File: src/rtl/sat_pkg.sv
// Package for the shell argument tokenizer.
// Holds the byte constants, quote state codes and the step result struct.
// No dependencies.
package sat_pkg;

	localparam logic [7:0] CH_SPACE  = 8'h20;
	localparam logic [7:0] CH_TAB    = 8'h09;
	localparam logic [7:0] CH_LF     = 8'h0A;
	localparam logic [7:0] CH_CR     = 8'h0D;
	localparam logic [7:0] CH_VT     = 8'h0B;
	localparam logic [7:0] CH_FF     = 8'h0C;
	localparam logic [7:0] CH_DQUOTE = 8'h22;
	localparam logic [7:0] CH_SQUOTE = 8'h27;
	localparam logic [7:0] CH_BSLASH = 8'h5C;

	typedef logic [1:0] quote_kind_t;
	localparam quote_kind_t QK_NONE   = 2'd0;
	localparam quote_kind_t QK_SINGLE = 2'd1;
	localparam quote_kind_t QK_DOUBLE = 2'd2;

	localparam logic KIND_BYTE = 1'b0;
	localparam logic KIND_END  = 1'b1;

	localparam int unsigned FifoDepth = 4;
	localparam int unsigned PtrW      = $clog2(FifoDepth);
	localparam int unsigned CntW      = $clog2(FifoDepth + 1);

	typedef struct packed {
		logic [7:0] ch;
		logic       kind;
	} token_t;

	typedef struct packed {
		quote_kind_t quote_kind;
		logic        escape_pending;
		logic        token_open;
	} tok_state_t;

	typedef struct packed {
		logic [1:0] n;
		token_t     r0;
		token_t     r1;
		tok_state_t nxt;
	} step_res_t;

endpackage

File: src/rtl/shell_argument_tokenizer.sv
// Top level of the shell-style argument tokenizer.
// Instantiates sat_step and sat_result_fifo; uses sat_pkg.
//
// channel | direction | signals                              | payload
// --------+-----------+--------------------------------------+--------------------------------
// in      | sink      | in_valid / in_ready                  | in_char[7:0], is_end
// out     | source    | out_valid / out_ready                | out_char[7:0], out_kind, last_of_run
// cfg     | sink      | cfg_valid / cfg_ready                | cfg_data[1:0] (mode_flags)
//
// One byte per cycle while the queue has room: a byte is registered, classified
// in the next cycle and its zero to two tokens go into a four-entry result queue.
// The out port drains one token per cycle while out_ready is high.
// The input stage advances only while the queue has at least two free entries.
// Reset clears the tokenizer state, mode_flags and the queue pointers.
// cfg_ready is always high.
module shell_argument_tokenizer import sat_pkg::*; (
	input  logic       clk,
	input  logic       arst_n,
	input  logic       in_valid,
	output logic       in_ready,
	input  logic [7:0] in_char,
	input  logic       is_end,
	output logic       out_valid,
	input  logic       out_ready,
	output logic [7:0] out_char,
	output logic       out_kind,
	output logic       last_of_run,
	input  logic       cfg_valid,
	output logic       cfg_ready,
	input  logic [1:0] cfg_data
);

	logic            valid_s1;
	logic [7:0]      char_s1;
	logic            end_s1;
	logic [1:0]      mode_q;
	tok_state_t      state_q;
	step_res_t       res;
	logic            adv_s1;
	logic [CntW-1:0] fifo_cnt;
	token_t          head;
	logic            head_last;
	logic            pop;

	assign cfg_ready = 1'b1;
	assign adv_s1    = valid_s1 && (fifo_cnt <= CntW'(FifoDepth - 2));
	assign in_ready  = !valid_s1 || adv_s1;

	always_ff @(posedge clk or negedge arst_n) begin
		if (!arst_n) begin
			valid_s1 <= 1'b0;
			mode_q   <= 2'b00;
			state_q  <= '{quote_kind: QK_NONE, escape_pending: 1'b0, token_open: 1'b0};
		end else begin
			if (in_ready) begin
				valid_s1 <= in_valid;
			end
			if (cfg_valid && cfg_ready) begin
				mode_q <= cfg_data;
			end
			if (adv_s1) begin
				state_q <= res.nxt;
			end
		end
	end

	always_ff @(posedge clk) begin
		if (in_valid && in_ready) begin
			char_s1 <= in_char;
			end_s1  <= is_end;
		end
	end

	sat_step u_step (
		.ch         (char_s1),
		.is_end     (end_s1),
		.mode_flags (mode_q),
		.cur        (state_q),
		.res        (res)
	);

	sat_result_fifo u_fifo (
		.clk       (clk),
		.arst_n    (arst_n),
		.push      (adv_s1),
		.push_n    (res.n),
		.push_r0   (res.r0),
		.push_r1   (res.r1),
		.count     (fifo_cnt),
		.pop       (pop),
		.head      (head),
		.head_last (head_last)
	);

	assign out_valid   = (fifo_cnt != '0);
	assign pop         = out_valid && out_ready;
	assign out_char    = head.ch;
	assign out_kind    = head.kind;
	assign last_of_run = head_last;

	// queue never overfills
	a_fifo_bound: assert property (@(posedge clk) disable iff (!arst_n)
		fifo_cnt <= CntW'(FifoDepth))
		else $error("result queue over capacity");

	// only end of string can produce two tokens
	a_two_only_end: assert property (@(posedge clk) disable iff (!arst_n)
		(valid_s1 && res.n == 2'd2) |-> end_s1)
		else $error("two tokens from a non-end byte");

	// end of string returns the tokenizer to its idle state
	a_end_clears: assert property (@(posedge clk) disable iff (!arst_n)
		(adv_s1 && end_s1) |=> (state_q.quote_kind == QK_NONE
			&& !state_q.escape_pending && !state_q.token_open))
		else $error("state not cleared after end of string");

	// empty input stage always takes a transaction
	a_ready_when_empty: assert property (@(posedge clk) disable iff (!arst_n)
		!valid_s1 |-> in_ready)
		else $error("input stalled while stage empty");

	// a token was pushed means output is offered next cycle
	a_push_shows: assert property (@(posedge clk) disable iff (!arst_n)
		(adv_s1 && res.n != 2'd0) |=> out_valid)
		else $error("pushed token not visible");

endmodule

File: src/rtl/sat_step.sv
// Per-byte tokenizer step: classifies one byte against the current state.
// Produces up to two output tokens and the next state.
// Depends on sat_pkg.
module sat_step import sat_pkg::*; (
	input  logic [7:0] ch,
	input  logic       is_end,
	input  logic [1:0] mode_flags,
	input  tok_state_t cur,
	output step_res_t  res
);

	logic        quotes_on;
	logic        escape_on;
	logic        is_space;
	logic        is_quote;
	quote_kind_t kind;

	assign quotes_on = ~mode_flags[0];
	assign escape_on = ~mode_flags[1];
	assign is_space  = ch inside {CH_SPACE, CH_TAB, CH_LF, CH_CR, CH_VT, CH_FF};
	assign is_quote  = (ch == CH_SQUOTE) || (ch == CH_DQUOTE);
	assign kind      = (ch == CH_SQUOTE) ? QK_SINGLE : QK_DOUBLE;

	always_comb begin
		res.n   = 2'd0;
		res.r0  = '{ch: ch, kind: KIND_BYTE};
		res.r1  = '{ch: 8'h00, kind: KIND_END};
		res.nxt = cur;
		if (is_end) begin
			// pending backslash flushes as a literal byte, then the argument closes
			if (cur.escape_pending) begin
				res.r0 = '{ch: CH_BSLASH, kind: KIND_BYTE};
				res.n  = 2'd2;
			end else if (cur.token_open) begin
				res.r0 = '{ch: 8'h00, kind: KIND_END};
				res.n  = 2'd1;
			end
			res.nxt = '{quote_kind: QK_NONE, escape_pending: 1'b0, token_open: 1'b0};
		end else if (cur.escape_pending) begin
			res.nxt.escape_pending = 1'b0;
			res.nxt.token_open     = 1'b1;
			res.n                  = 2'd1;
		end else if (is_space && cur.quote_kind == QK_NONE) begin
			if (cur.token_open) begin
				res.r0             = '{ch: 8'h00, kind: KIND_END};
				res.n              = 2'd1;
				res.nxt.token_open = 1'b0;
			end
		end else if (quotes_on && is_quote) begin
			if (cur.quote_kind == QK_NONE) begin
				res.nxt.quote_kind = kind;
				res.nxt.token_open = 1'b1;
			end else if (cur.quote_kind == kind) begin
				res.nxt.quote_kind = QK_NONE;
			end else begin
				res.nxt.token_open = 1'b1;
				res.n              = 2'd1;
			end
		end else if (escape_on && ch == CH_BSLASH) begin
			res.nxt.escape_pending = 1'b1;
			res.nxt.token_open     = 1'b1;
		end else begin
			res.nxt.token_open = 1'b1;
			res.n              = 2'd1;
		end
	end

endmodule

File: src/rtl/sat_result_fifo.sv
// Small result queue: takes up to two tokens per cycle, hands out one.
// Marks the final token of each input transaction.
// Depends on sat_pkg.
module sat_result_fifo import sat_pkg::*; (
	input  logic            clk,
	input  logic            arst_n,
	input  logic            push,
	input  logic [1:0]      push_n,
	input  token_t          push_r0,
	input  token_t          push_r1,
	output logic [CntW-1:0] count,
	input  logic            pop,
	output token_t          head,
	output logic            head_last
);

	token_t          tok_q  [FifoDepth];
	logic            last_q [FifoDepth];
	logic [PtrW-1:0] wr_q;
	logic [PtrW-1:0] rd_q;
	logic [CntW-1:0] cnt_q;
	logic [1:0]      n_eff;
	logic [PtrW-1:0] wr_p1;

	assign n_eff     = push ? push_n : 2'd0;
	assign wr_p1     = wr_q + PtrW'(1);
	assign count     = cnt_q;
	assign head      = tok_q[rd_q];
	assign head_last = last_q[rd_q];

	always_ff @(posedge clk or negedge arst_n) begin
		if (!arst_n) begin
			wr_q  <= '0;
			rd_q  <= '0;
			cnt_q <= '0;
		end else begin
			wr_q  <= wr_q + PtrW'(n_eff);
			if (pop) begin
				rd_q <= rd_q + PtrW'(1);
			end
			cnt_q <= cnt_q + CntW'(n_eff) - CntW'(pop);
		end
	end

	always_ff @(posedge clk) begin
		if (n_eff != 2'd0) begin
			tok_q[wr_q]  <= push_r0;
			last_q[wr_q] <= (n_eff == 2'd1);
		end
		if (n_eff == 2'd2) begin
			tok_q[wr_p1]  <= push_r1;
			last_q[wr_p1] <= 1'b1;
		end
	end

endmodule
File: config.mk
export PLATFORM = sky130hd
export DESIGN_NAME = shell_argument_tokenizer
export DESIGN_NICKNAME = d
export VERILOG_FILES = /design/src/rtl/sat_pkg.sv /design/src/rtl/shell_argument_tokenizer.sv /design/src/rtl/sat_step.sv /design/src/rtl/sat_result_fifo.sv
export SDC_FILE = /design/constraint.sdc
export NUM_CORES = 1
export LEC_CHECK = 0
export ABC_AREA = 0
export BUFFER_PORTS_ARGS = -buffer_cell sky130_fd_sc_hd__buf_2
export CORE_ASPECT_RATIO = 1.25
export CORE_MARGIN = 5
export CORE_UTILIZATION = 50
export CTS_BUF_LIST = sky130_fd_sc_hd__clkbuf_4 sky130_fd_sc_hd__clkbuf_8
export CTS_CLUSTER_SIZE = 25
export DETAILED_ROUTE_END_ITERATION = 7
export PLACE_DENSITY = 0.78
export SLEW_MARGIN = 0
export SYNTH_ARGS = -nofsm -noshare
export SYNTH_HDL_FRONTEND = slang
export SYNTH_HIERARCHICAL = 1
export SYNTH_SLANG_ARGS = --single-unit
File: constraint.sdc
create_clock -name clk -period 4.3 [get_ports clk]
set_input_delay 0.215 -clock clk [delete_from_list [all_inputs] [get_ports clk]]
set_output_delay 0.215 -clock clk [all_outputs]
set_load 0.005 [all_outputs]
After elaboration in Yosys (flattened, before gate mapping)
Memory sizes are Yosys's and may differ from the RTL's.
Cells that the tools add are included.
{"block": "totals", "register_bits": 23, "ram_bits": 40, "output_inout_bits": 13, "mem_count": 2}
{"name": "u_fifo.tok_q", "words": 4, "word_bits": 9, "read_ports": 1, "rd_ports_with_merged_regs": 0, "wr": 2, "line": "sat_result_fifo.sv:17", "source": "token_t tok_q [FifoDepth];"}
{"name": "u_fifo.last_q", "words": 4, "word_bits": 1, "read_ports": 1, "rd_ports_with_merged_regs": 0, "wr": 2, "line": "sat_result_fifo.sv:18", "source": "logic last_q [FifoDepth];"}
{"block": "op_classes", "n_addsub": 5, "n_lt_le_gt_ge": 1, "n_eq_ne": 15, "muxes": 30, "bitwise": 2, "reduce_logical": 17}
{"operator": "equality test 8 x 4 -> 1 bit, second input constant", "count": 5}
{"operator": "equality test 8 x 6 -> 1 bit, second input constant", "count": 3}
{"operator": "2-to-1 mux 11 bit", "count": 2}
{"operator": "2-to-1 mux 2 bit", "count": 11}
{"operator": "2-to-1 mux 9 bit", "count": 2}
{"operator": "2-to-1 mux 1 bit", "count": 12}
{"operator": "2-to-1 mux 10 bit", "count": 1}
{"operator": "equality test 8 x 7 -> 1 bit, second input constant", "count": 1}
{"operator": "logical AND 1 bit", "count": 6}
{"operator": "inequality test 6 x 4 -> 1 bit, second input constant", "count": 1}
{"operator": "nonzero test 3 bit", "count": 2}
{"operator": "nonzero test 6 bit", "count": 1}
{"operator": "AND reduction 5 bit", "count": 1}
{"operator": "adder 2 x 1 -> 2 bit, second input constant", "count": 2}
{"operator": "2-to-1 mux 4 bit", "count": 1}
{"operator": "inequality test 2 bit, second input constant", "count": 2}
{"operator": "nonzero test 2 bit", "count": 2}
{"operator": "adder 3 x 2 -> 3 bit", "count": 1}
{"operator": "<= comparator 3 x 2 -> 1 bit, second input constant", "count": 1}
{"operator": "2-to-1 mux 3 bit", "count": 1}
{"operator": "subtractor 3 x 1 -> 3 bit", "count": 1}
{"operator": "adder 2 bit", "count": 1}
{"operator": "equality test 2 x 1 -> 1 bit, second input constant", "count": 1}
{"operator": "equality test 2 bit", "count": 1}
{"operator": "6 further kinds", "count": 8}

Logic depth before layout (Yosys ltp)
{"block": "logic_depth", "word_depth": 13, "mapped_depth": 10, "mapped_depth_nobuf": 9}

By module
Netlist, hierarchy kept.
{"module": "sat_result_fifo", "instances": 1, "cells_per_inst": 156, "area_per_inst_um2": 2422.3}
{"module": "shell_argument_tokenizer", "instances": 1, "cells_per_inst": 32, "area_per_inst_um2": 589.3}
{"module": "sat_step", "instances": 1, "cells_per_inst": 67, "area_per_inst_um2": 455.4}

Worst setup path before layout
No wires, ideal clock.
{"block": "synth_timing", "path_type": "register to register", "start": "register char_s1[2]", "end": "register u_fifo.cnt_q[2], in the netlist u_fifo/count[2]", "setup_time_ns": 0.123, "arrival_time_ns": 2.577, "setup_slack_ns": 1.601, "path_stages_with_launch": 11, "period_less_slack_ns": 2.699, "path_cell_list": "edfxtp_1 buf_6 nor3_1 mux2i_1 and2_1 a211oi_1 nand2_1 xnor2_1 ha_1 fa_1 xnor2_1"}
{"item": "start, declared", "line": "shell_argument_tokenizer.sv:34", "source": "logic [7:0] char_s1;"}
{"item": "start signal, assigned", "line": "shell_argument_tokenizer.sv:69", "source": "char_s1 <= in_char;"}
{"item": "end signal, assigned", "line": "sat_result_fifo.sv:41", "source": "cnt_q <= cnt_q + CntW'(n_eff) - CntW'(pop);"}
{"item": "end, declared", "line": "sat_result_fifo.sv:21", "source": "logic [CntW-1:0] cnt_q;"}

==> qor.yml <==
synth_top_area_frac: 0.390
final_hold_viol_count: 0
p_total_mw: 2.23
leakage_nw: 1.46
setup_viol: 0
synth.yosys.seq_area_share: 0.514
worstMarginPinSlew_ps: 933
cp.required_ps: 4260
synth_area_per_cell_um2: 13.6
cp_slowest_cell: "a21oi_1"
cts_buffer_depth: 2
ir_drop_mv: 0.400
cap_viol_max_count: 0
cts-root-buf: "clkbuf_8"
initial_utilization: 0.506
skew_ps: 9.57
grt_pass1_wl_um: 10600
cpPeakStageDelay_ps: 790
ios: 29
path_clk_slew_ps: 60
worstPathMaxFanout: 9
slew_headroom: 0.378
final_antenna_net_count: 0
dr.pass1.iters: 4
drv_slew: 0
synth_edf_count: 45
r2r_slack_ps: 1100
port_buffers: 27
antenna_found_initial: 0
hp-class: "primary input to flip-flop"
post-route-drc-count: 0
crit_family: "compound AO/OA/AOI/OAI gates"
power_density_mw_per_mm2: 590
synth.distinct_cells: 54
drtIter0Drc: 112
cp.arrival_ps: 3160
areaGrowthSynthToFinish_pct: 9.02
wl_per_cell_um: 17.0
core_mm2: 0.00685
async_flop_share: 0.222
finalWirelength_um: 6380
syn_area_mm2: 0.00347
holdCritStartpoint: "in_char[6]"
grt_max_degree: 15
reg2reg_from: "char_s1[2]"
grt-ovfl-total: 0
gp_congestion: 0.797
cts_tree: "yes"
place_hpwl_um: 4590
timing.setup.tns_ps: 0
worstSetupEndpointType: "flip-flop"
cp_cell_sequence: "nor3_1 > mux2i_1 > and2_1 > a211oi_1 > nand2_1 > a21oi_1"
period_share: 0.744
whs_ps: 52.7
crit_path_start_kind: "flip-flop"
rsz0062_at_grt: "false"
ys.flop_type: "edfxtp_1"
crit_buf_inv: 0
fmax_mhz: 313
ys_ff_latch: 63
diodes: 0
netlist_instances: 255
crit_start: "char_s1[2]"
drive_gt1_frac: 0.372
row_count: 34
timing.final.crit_period_ps: 3200
mostFrequentLayoutCell: "edfxtp_1"
criticalPathCategory: "flip-flop to flip-flop"
vias_per_cell: 5.53
clkLatencyLatePin_ps: 340
synth_top_area_cell: "edfxtp_1"
ys_warn_count: 6
cts_setup_buffers: 0
vias: 2074
numCtsBuffers: 9
track_usage: 0.159
outcome: "completed"
die_h_um: 103
final_cell_mix: "edfxtp_1, mux2_2, buf_2, dfrtp_1, mux2_4"
synth.area.top_cells: "edfxtp_1, dfrtp_1, mux2_2, mux4_2, mux2_4"
cts.sinks: 63
nNetsFinal: 299
fp.dieArea_mm2: 0.00871
htreeDepth: 3
die_w_um: 84.5
grt_pass1_vias: 2168
==> worst register-to-register path, stage by stage (launching register included) <==
cell and delay, ps:
edfxtp_1 520, nor3_1 270, mux2i_1 140, and2_1 200, a211oi_1 680, nand2_1 220
a21oi_1 790
==> synth_stat cells (3+ instances only) <==
cell type,number
nand2b_1,9
and2_1,7
dfxtp_1,4
buf_2,3
nor3_1,5
conb_1,3
a2bb2oi_1,5
mux4_2,10
dfrtp_1,14
mux2_2,28
nor2_1,7
buf_4,14
nand2_1,12
a21oi_1,9
inv_1,6
edfxtp_1,45
o22ai_1,3
xnor2_1,7
clkbuf_1,3
nor2_2,3
mux2_4,13
==> routing by layer <==
metal | vias to the layer above | track usage | part of all wire
li1 | 992 | - | -
met1 | 1026 | 0.179 | 0.39
met2 | 50 | 0.288 | 0.54
met3 | 6 | 0.0440 | 0.048
met4 | 0 | 0.0585 | 0.014
met5 | - | 0 | 0
==> repair_timing <==
item | CTS | global route
hold endpoints to repair | 14 | 0
resized for setup | 0 | 0
hold buffers | 1 | 0
==> sequential cells by signal, indices dropped and copies added (netlist names), 2 cells and up <==
signal         cells
u_fifo/tok_q      36
char_s1            8
state_q            4
u_fifo/last_q      4
u_fifo/count       3
mode_q             2
u_fifo/rd_q        2
u_fifo/wr_q        2
==> area by class of cell <==
class                      count  area, um^2
multi-input combinational    171        1540
inverter                       7        26.3
clock inverter                 2        10.0
timing repair buffer          28         145
fill                         566        3070
clock buffer                  14         161
sequential                    63        1780
tap                           90         113
==> report_power, final <==
part | total [mW] | internal, mW | switching [mW]
Clock | 0.451 | 0.240 | 0.211
Combinational | 0.784 | 0.423 | 0.361
Sequential | 0.996 | 0.839 | 0.157
Total | 2.23 | 1.50 | 0.729
==> through the flow <==
stage                     cells  area (um^2)   util  setup WS, ps
after floorplan             262         3490      -          1600
after global placement      358         3600  0.525          1210
after detailed placement    358         3600  0.525          1110
after CTS                   375         3780  0.552          1070
after global routing        375         3780  0.552           861
final                       375         3780  0.552          1100
==> kinds of logic after synthesis <==
logic type                 synth area share
buffers and inverters                0.0487
and+or+nand+nor                       0.112
muxes                                 0.222
DFF                                   0.514
AOI/OAI and AO/OA                    0.0675
adders and majority gates            0.0130
other                               0.00325
xor gates and xnor gates             0.0202
==> path summary, 6_finish.rpt <==
check                                endpoint  cells past startpoint
setup / recovery           u_fifo/tok_q[3][5]                      6
hold / removal                     char_s1[6]                      1
setup reg to reg           u_fifo/tok_q[3][5]                      6
hold reg to reg                     mode_q[0]                      1
max in group asynchronous          state_q[3]                      2
min in group asynchronous      u_fifo/rd_q[0]                      2
Note: power is estimated with default switching activity, not from simulation.
